## config.mk

```make
export PLATFORM = sky130hd
export DESIGN_NAME = ipv6_address_allow_list_core
export DESIGN_NICKNAME = d
export VERILOG_FILES = /design/src/rtl/ipal_pkg.sv /design/src/rtl/ipv6_address_allow_list_core.sv /design/src/rtl/ipal_store.sv /design/src/rtl/ipal_seq.sv
export SDC_FILE = /design/constraint.sdc
export NUM_CORES = 1
export LEC_CHECK = 0
export ABC_AREA = 1
export BUFFER_PORTS_ARGS = -buffer_cell sky130_fd_sc_hd__buf_2
export CAP_MARGIN = 20
export CORE_UTILIZATION = 30
export CTS_CLUSTER_DIAMETER = 100
export DETAILED_ROUTE_END_ITERATION = 6
export PLACE_DENSITY = 0.55
export SYNTH_ARGS = -nofsm -noshare
export SYNTH_HDL_FRONTEND = slang
export SYNTH_SLANG_ARGS = --single-unit
export TNS_END_PERCENT = 1
```

## constraint.sdc

```tcl
create_clock -name clk -period 7.7 [get_ports clk]
set_input_delay 0.77 -clock clk [delete_from_list [all_inputs] [get_ports clk]]
set_output_delay 0.77 -clock clk [all_outputs]
set_load 0.1 [all_outputs]
```

## src/rtl/ipal_pkg.sv

```systemverilog
`timescale 1ns / 1ps
`default_nettype none
package ipal_pkg;

    localparam int ENTRIES_DEFAULT = 8;
    localparam int OP_W            = 2;
    localparam int ADDR_W          = 64;
    localparam int IN_TDATA_W      = 136;
    localparam int OUT_TDATA_W     = 8;

    typedef enum logic [OP_W-1:0] {
        OP_ADD    = 2'd0,
        OP_DEL    = 2'd1,
        OP_LOOKUP = 2'd2
    } op_t;

    typedef struct packed {
        logic rd;
        logic wr;
        logic clr;
    } mem_ctl_t;

    typedef struct packed {
        logic listed;
        logic table_full;
        logic added;
    } result_t;

endpackage
`default_nettype wire

```

## src/rtl/ipv6_address_allow_list_core.sv

```systemverilog
`timescale 1ns / 1ps
`default_nettype none
// Allow list of up to ENTRIES IPv6 addresses held in a single-port-read RAM with one
// valid flip-flop per entry, all cleared by reset. Requests are handled one at a time.
// An add checks one valid bit per cycle; a delete reads and compares one entry
// per cycle over all entries; a lookup does the same but stops at the first hit.
// Each result is then handed to the output register. A result waiting in the
// output register does not hold off the next request.
module ipv6_address_allow_list_core
    import ipal_pkg::*;
#(
    parameter int ENTRIES = ENTRIES_DEFAULT
)
(
    input  wire logic                   clk,
    input  wire logic                   rst_n,
    input  wire logic                   s_axis_tvalid,
    output logic                        s_axis_tready,
    input  wire logic [IN_TDATA_W-1:0]  s_axis_tdata,  // op[1:0], addr_high[65:2], addr_low[129:66]
    output logic                        m_axis_tvalid,
    input  wire logic                   m_axis_tready,
    output logic      [OUT_TDATA_W-1:0] m_axis_tdata   // added[0], table_full[1], listed[2]
);

    localparam int IDX_W = (ENTRIES > 1) ? $clog2(ENTRIES) : 1;

    mem_ctl_t            ctl;
    logic [IDX_W-1:0]    idx;
    logic [IDX_W-1:0]    rd_idx;
    logic [ADDR_W-1:0]   wr_high, wr_low;
    logic [ADDR_W-1:0]   rd_high, rd_low;
    logic                valid_bit;
    result_t             res;
    logic                res_valid;
    logic                res_ready;
    logic                out_valid_reg, out_valid_next;
    result_t             out_res_reg, out_res_next;

    ipal_seq #(
        .ENTRIES (ENTRIES),
        .IDX_W   (IDX_W)
    ) u_seq (
        .clk       (clk),
        .rst_n     (rst_n),
        .in_valid  (s_axis_tvalid),
        .in_ready  (s_axis_tready),
        .in_op     (s_axis_tdata[OP_W-1:0]),
        .in_high   (s_axis_tdata[OP_W+ADDR_W-1:OP_W]),
        .in_low    (s_axis_tdata[OP_W+2*ADDR_W-1:OP_W+ADDR_W]),
        .res       (res),
        .res_valid (res_valid),
        .res_ready (res_ready),
        .ctl       (ctl),
        .idx       (idx),
        .rd_idx    (rd_idx),
        .wr_high   (wr_high),
        .wr_low    (wr_low),
        .rd_high   (rd_high),
        .rd_low    (rd_low),
        .valid_bit (valid_bit)
    );

    ipal_store #(
        .ENTRIES (ENTRIES),
        .IDX_W   (IDX_W)
    ) u_store (
        .clk       (clk),
        .rst_n     (rst_n),
        .ctl       (ctl),
        .idx       (idx),
        .rd_idx    (rd_idx),
        .wr_high   (wr_high),
        .wr_low    (wr_low),
        .rd_high   (rd_high),
        .rd_low    (rd_low),
        .valid_bit (valid_bit)
    );

    assign res_ready = !out_valid_reg || m_axis_tready;

    always_comb
    begin
        out_valid_next = out_valid_reg;
        out_res_next   = out_res_reg;
        if (res_valid && res_ready)
        begin
            out_valid_next = 1'b1;
            out_res_next   = res;
        end
        else if (m_axis_tready)
        begin
            out_valid_next = 1'b0;
        end
    end

    always_ff @(posedge clk or negedge rst_n)
    begin
        if (!rst_n)
        begin
            out_valid_reg <= 1'b0;
        end
        else
        begin
            out_valid_reg <= out_valid_next;
        end
    end

    always_ff @(posedge clk)
    begin
        out_res_reg <= out_res_next;
    end

    assign m_axis_tvalid = out_valid_reg;
    assign m_axis_tdata  = {(OUT_TDATA_W - 3)'(0), out_res_reg.listed,
                            out_res_reg.table_full, out_res_reg.added};

endmodule
`default_nettype wire

```

## src/rtl/ipal_store.sv

```systemverilog
`timescale 1ns / 1ps
`default_nettype none
module ipal_store
    import ipal_pkg::*;
#(
    parameter int ENTRIES = ENTRIES_DEFAULT,
    parameter int IDX_W   = (ENTRIES > 1) ? $clog2(ENTRIES) : 1
)
(
    input  wire logic               clk,
    input  wire logic               rst_n,
    input  wire mem_ctl_t           ctl,
    input  wire logic [IDX_W-1:0]   idx,
    input  wire logic [IDX_W-1:0]   rd_idx,
    input  wire logic [ADDR_W-1:0]  wr_high,
    input  wire logic [ADDR_W-1:0]  wr_low,
    output logic      [ADDR_W-1:0]  rd_high,
    output logic      [ADDR_W-1:0]  rd_low,
    output logic                    valid_bit
);

    logic [2*ADDR_W-1:0] entry_mem [ENTRIES];
    logic [2*ADDR_W-1:0] rd_data_reg;
    logic [ENTRIES-1:0]  valid_reg;

    always_ff @(posedge clk)
    begin
        if (ctl.wr)
        begin
            entry_mem[idx] <= {wr_high, wr_low};
        end
        if (ctl.rd)
        begin
            rd_data_reg <= entry_mem[rd_idx];
        end
    end

    always_ff @(posedge clk or negedge rst_n)
    begin
        if (!rst_n)
        begin
            valid_reg <= '0;
        end
        else if (ctl.wr)
        begin
            valid_reg[idx] <= 1'b1;
        end
        else if (ctl.clr)
        begin
            valid_reg[idx] <= 1'b0;
        end
    end

    assign rd_high   = rd_data_reg[2*ADDR_W-1:ADDR_W];
    assign rd_low    = rd_data_reg[ADDR_W-1:0];
    assign valid_bit = valid_reg[idx];

endmodule
`default_nettype wire

```

## src/rtl/ipal_seq.sv

```systemverilog
`timescale 1ns / 1ps
`default_nettype none
module ipal_seq
    import ipal_pkg::*;
#(
    parameter int ENTRIES = ENTRIES_DEFAULT,
    parameter int IDX_W   = (ENTRIES > 1) ? $clog2(ENTRIES) : 1
)
(
    input  wire logic               clk,
    input  wire logic               rst_n,
    input  wire logic               in_valid,
    output logic                    in_ready,
    input  wire logic [OP_W-1:0]    in_op,
    input  wire logic [ADDR_W-1:0]  in_high,
    input  wire logic [ADDR_W-1:0]  in_low,
    output result_t                 res,
    output logic                    res_valid,
    input  wire logic               res_ready,
    output mem_ctl_t                ctl,
    output logic      [IDX_W-1:0]   idx,
    output logic      [IDX_W-1:0]   rd_idx,
    output logic      [ADDR_W-1:0]  wr_high,
    output logic      [ADDR_W-1:0]  wr_low,
    input  wire logic [ADDR_W-1:0]  rd_high,
    input  wire logic [ADDR_W-1:0]  rd_low,
    input  wire logic               valid_bit
);

    localparam logic [IDX_W-1:0] LAST_IDX = IDX_W'(ENTRIES - 1);

    typedef enum logic [3:0] {
        S_IDLE   = 4'b0001,
        S_ADD    = 4'b0010,
        S_SEARCH = 4'b0100,
        S_DONE   = 4'b1000
    } state_t;

    state_t              state_reg, state_next;
    logic [IDX_W-1:0]    idx_reg, idx_next;
    logic [IDX_W-1:0]    idx_plus;
    logic [OP_W-1:0]     op_reg, op_next;
    logic [ADDR_W-1:0]   high_reg, high_next;
    logic [ADDR_W-1:0]   low_reg, low_next;
    result_t             res_reg, res_next;
    logic                match;

    assign idx_plus = IDX_W'(idx_reg + 1'b1);
    assign match    = valid_bit && (rd_high == high_reg) && (rd_low == low_reg);

    always_comb
    begin
        state_next = state_reg;
        idx_next   = idx_reg;
        op_next    = op_reg;
        high_next  = high_reg;
        low_next   = low_reg;
        res_next   = res_reg;
        ctl        = '0;
        in_ready   = 1'b0;
        res_valid  = 1'b0;
        rd_idx     = idx_plus;
        case (state_reg)
            S_IDLE:
            begin
                in_ready = 1'b1;
                rd_idx   = '0;
                if (in_valid)
                begin
                    op_next   = in_op;
                    high_next = in_high;
                    low_next  = in_low;
                    idx_next  = '0;
                    res_next  = '0;
                    case (in_op)
                        OP_ADD:
                        begin
                            state_next = S_ADD;
                        end
                        OP_DEL, OP_LOOKUP:
                        begin
                            ctl.rd     = 1'b1;
                            state_next = S_SEARCH;
                        end
                        default:
                        begin
                            state_next = S_DONE;
                        end
                    endcase
                end
            end
            S_ADD:
            begin
                if (!valid_bit)
                begin
                    ctl.wr         = 1'b1;
                    res_next.added = 1'b1;
                    state_next     = S_DONE;
                end
                else if (idx_reg == LAST_IDX)
                begin
                    res_next.table_full = 1'b1;
                    state_next          = S_DONE;
                end
                else
                begin
                    idx_next = idx_plus;
                end
            end
            S_SEARCH:
            begin
                if (match && (op_reg == OP_DEL))
                begin
                    ctl.clr = 1'b1;
                end
                if (match && (op_reg == OP_LOOKUP))
                begin
                    res_next.listed = 1'b1;
                    state_next      = S_DONE;
                end
                else if (idx_reg == LAST_IDX)
                begin
                    state_next = S_DONE;
                end
                else
                begin
                    ctl.rd   = 1'b1;
                    idx_next = idx_plus;
                end
            end
            S_DONE:
            begin
                res_valid = 1'b1;
                if (res_ready)
                begin
                    state_next = S_IDLE;
                end
            end
            default:
            begin
                state_next = S_IDLE;
            end
        endcase
    end

    always_ff @(posedge clk or negedge rst_n)
    begin
        if (!rst_n)
        begin
            state_reg <= S_IDLE;
            idx_reg   <= '0;
        end
        else
        begin
            state_reg <= state_next;
            idx_reg   <= idx_next;
        end
    end

    always_ff @(posedge clk)
    begin
        op_reg   <= op_next;
        high_reg <= high_next;
        low_reg  <= low_next;
        res_reg  <= res_next;
    end

    assign res     = res_reg;
    assign idx     = idx_reg;
    assign wr_high = high_reg;
    assign wr_low  = low_reg;

    assert property (@(posedge clk) disable iff (!rst_n)
        !(ctl.wr && (ctl.clr || ctl.rd)))
        else $error("entry write overlaps another store access");

    assert property (@(posedge clk) disable iff (!rst_n)
        res_valid |-> !(res.added && res.table_full))
        else $error("add reported both stored and full");

    assert property (@(posedge clk) disable iff (!rst_n)
        (in_valid && in_ready) |=> !in_ready)
        else $error("new request taken while one is in progress");

    assert property (@(posedge clk) disable iff (!rst_n)
        (state_reg == S_SEARCH) |-> $past(ctl.rd))
        else $error("compare without a read issued the cycle before");

endmodule
`default_nettype wire

```

==> flow_summary.yaml <==
detailed_routing:
  antenna_violating_nets_post_route: 0
  dr.first_iter.drc_count: 2261
  detail_route.wirelength_mm: 129.6
  dr_wl_cell_um: 20.78
  route.vias.total: 29210
  post-route-drc-count: 0
  drt_pre_antenna_iters: 7
  post_drt_via_cell_ratio: 4.684
grt:
  grt_start_max_net_pins: 330
  number_of_global_route_vias_before_repair: 28490
  grt_pass1_wl_mm: 191.0
  grt_antenna_before_repair: 13
  grt_usage_pct: 14.73
  global_route.overflow_total: 0
timing:
  clock.fmax_ghz: 0.2432
  timing.final.crit_share_pct: 53.41
  clock_skew_ns: 0.02495
  worst_tran_pin_value_ns: 1.060
  hold_violation_total_from_the_final_report: 0
  final-setup-viol-count: 0
  slew_headroom_pct: 29.33
  timing.final.max_slew_violations: 0
  fin_setup_tns_ns: 0
  rsz0062_at_grt: "no"
  finalCriticalPeriod_ns: 4.113
final_layout:
  post_route_cells_drive_above_1_share_pct: 11.61
  area_of_combinational_cells_with_multiple_inputs_um2: 10820
  final_design_area_no_fill_um2: 59380
  antennaDiodeCount: 0
  sequential_cell_area_um2: 39080
  layout.filler_cells: 16530
  layout.nets: 3967
  utilization_pct: 34.61
  largest_reg_flops: 1024
  flow.area_growth_from_synthesis_pct: 14.67
synth:
  postSynthRegisterBits: 1304
  synthesis.yosys.warnings: 0
  fraction_of_synthesis_flops_using_an_asynchronous_set_or_reset_pin_pct: 1.227
  yosys_most_used_dff: "sky130_fd_sc_hd__edfxtp_1"
  synth_area_leaders: "sky130_fd_sc_hd__edfxtp_1, sky130_fd_sc_hd__nand2_1, sky130_fd_sc_hd__nor2_1"
  synthesis.area_per_instance_um2: 13.98
  post_synth_most_frequent_cells: "sky130_fd_sc_hd__edfxtp_1, sky130_fd_sc_hd__nand2_1, sky130_fd_sc_hd__nor2_1"
  post_synth_inst_count: 3703
  post_synth_num_cell_types: 45
  post-synth-top-area-cell: "sky130_fd_sc_hd__edfxtp_1"
  synth_enable_flop_cells: 1288
  synth.yosys.seq_area_share_pct: 75.47
  netlist.area_leader.share_pct: 74.69
  synthMostInstantiatedCell: "sky130_fd_sc_hd__edfxtp_1"
  synth_area_um2: 51780
min_path:
  holdPathStages: 1
  hp-class: "primary input to flip-flop"
  hold_path_startpoint: "s_axis_tdata[33]"
  whs_endpoint: "u_seq.wr_high[31]"
place:
  post-dp-hpwl_mm: 67.60
  dpl_cell_area_um2: 54810
  io_buffers: 138
  globalplace.congestion: 0.7673
floorplan:
  initial_utilization_pct: 30.19
  floorplan.io_pins: 150
  placement_rows: 152
  floorplan_core_area_um2: 171500
  design.die.area_um2: 174300
  die_w_um: 417.5
  die_h_um: 417.5
clocking:
  clock_tree.buffer_depth: 3
  cts_root_buf: "sky130_fd_sc_hd__clkbuf_16"
  clock_latency_ns: 0.77
  postCtsSetupRepairBufs: 0
  cts_buffers: 146
  cts_tree: "built"
  clock_sinks: 1304
  cts_htree_levels: 4
  clk_transition_reported_paths_ns: 0.06
  cts-resized-gates: 0
critical_path:
  worst_r2r_endpoint: "u_store.entry_mem[0][102]"
  path_class: "flip-flop to flip-flop"
  crit_arrival_ns: 4.50
  r2r_startpoint: "u_seq.idx[0]"
  worst-endpoint-required_ns: 8.09
  worst_setup_path_end_kind: "flip-flop"
  start_kind: "flip-flop"
  worstRegToRegCells: 11
  regToRegSetupSlack_ns: 3.59
  worst-path-max-fanout: 141
power_and_ir_drop:
  power.ir.vdd_worst_uv: 734.6
  static-leakage-power_uw: 0.02016
  cellPowerDensity_nw_per_um2: 357.8
run:
  cap_viol_max_count: 0
status:
  status: "complete, no violations"
per-stage QoR:
| step | setup slack, ns | hold slack, ns | cells | total power (uW) |
|---|---|---|---|---|
| after global routing | 3.263 | 0.1246 | 6237 | 22270 |
| after global placement | 3.345 | 0.4068 | 5982 | 14670 |
| after detailed placement | 3.472 | 0.4079 | 5983 | 14730 |
| after CTS | 3.462 | 0.1073 | 6236 | 21480 |
| final | 3.587 | 0.1741 | 6237 | 21250 |
| after floorplan | 0.3772 | 0.4003 | 3707 | 13130 |
worst max-delay path by stage:
stage | endpoint | start | slack [ns]
after global placement | u_store.entry_mem[4][91] | u_seq.idx[0] | 3.34
after global routing | u_store.entry_mem[0][102] | u_seq.idx[0] | 3.26
after detailed placement | u_store.entry_mem[0][102] | u_seq.idx[0] | 3.47
after floorplan | u_seq.res[1] | s_axis_tvalid | 0.38
final | u_store.entry_mem[0][102] | u_seq.idx[0] | 3.59
after CTS | u_store.entry_mem[0][102] | u_seq.idx[0] | 3.46
metal layers:
metal  track usage (%)  vias to the layer above  part of all wire [%]  wire [um]
li1                  -                    13780                     -          -
met1             19.00                    14560                    43      55860
met2             25.48                      680                    50      65280
met3             2.460                      188                   4.4       5689
met4             4.042                        6                   2.1       2759
met5                 0                        -                 0.033         43
power breakdown:
group | internal (uW) | switching [uW] | leakage, uW
clock network | 3900 | 2800 | 0.00220
registers | 8990 | 652 | 0.0119
logic | 1400 | 3510 | 0.00608
what timing repair did:
item / CTS / global route
hold buffers: 1 / 0
endpoints found under the setup margin: 0 / 0
endpoints found under the hold margin: 15 / 0
worst max-delay path: stages, from the launching register on:
cell	delay [ns]
sky130_fd_sc_hd__dfrtp_1	0.72
sky130_fd_sc_hd__inv_8	0.43
sky130_fd_sc_hd__nand3_1	0.33
sky130_fd_sc_hd__inv_1	0.08
sky130_fd_sc_hd__nand2_1	0.06
sky130_fd_sc_hd__nand2_1	0.04
sky130_fd_sc_hd__nor2_1	0.11
sky130_fd_sc_hd__nand2_2	0.15
sky130_fd_sc_hd__nor2_4	0.20
sky130_fd_sc_hd__nand2_1	0.15
sky130_fd_sc_hd__inv_6	0.64
sky130_fd_sc_hd__buf_4	0.69
layout by cell type (no fill, tap or decap), types with 8 or more instances in the layout:
cell,Yosys,final
sky130_fd_sc_hd__o221ai_1,128,128
sky130_fd_sc_hd__edfxtp_1,1288,1288
sky130_fd_sc_hd__o21ai_0,105,105
sky130_fd_sc_hd__clkinv_2,0,14
sky130_fd_sc_hd__xor2_1,18,18
sky130_fd_sc_hd__buf_4,41,19
sky130_fd_sc_hd__buf_12,0,12
sky130_fd_sc_hd__bufinv_16,0,11
sky130_fd_sc_hd__nor2_4,2,8
sky130_fd_sc_hd__nand2_1,622,621
sky130_fd_sc_hd__nand4_1,21,21
sky130_fd_sc_hd__clkbuf_16,0,148
sky130_fd_sc_hd__o211ai_1,75,75
sky130_fd_sc_hd__a31oi_1,128,128
sky130_fd_sc_hd__a21oi_1,131,131
sky130_fd_sc_hd__nand3_1,18,18
sky130_fd_sc_hd__buf_2,85,138
sky130_fd_sc_hd__o21ai_1,32,32
sky130_fd_sc_hd__o211ai_2,53,53
sky130_fd_sc_hd__clkbuf_1,66,34
sky130_fd_sc_hd__dfrtp_1,15,15
sky130_fd_sc_hd__xnor2_1,92,92
sky130_fd_sc_hd__inv_6,1,15
sky130_fd_sc_hd__inv_1,228,224
sky130_fd_sc_hd__clkinv_1,0,23
sky130_fd_sc_hd__nor2_1,364,358
sky130_fd_sc_hd__nand3b_1,130,130
area by class of cell:
cell class / instances / share of cell area [%]
flip-flops and latches: 1304 / 65.81
multi-input cells: 1964 / 18.23
clock buffers: 182 / 6.452
well taps: 2310 / 4.867
repair buffers: 171 / 1.871
inverters: 236 / 1.587
clock inverters: 70 / 1.182
cell families after synthesis:
group,synth area share (%)
AND/OR/NAND/NOR,10.06
other,0.007242
AO/OA/AOI/OAI,8.723
XOR/XNOR,1.861
buffers and inverters,3.786
adder cells (fa/ha/maj),0.09665
flip-flops,75.47
Power figures use the tool's default switching activity.
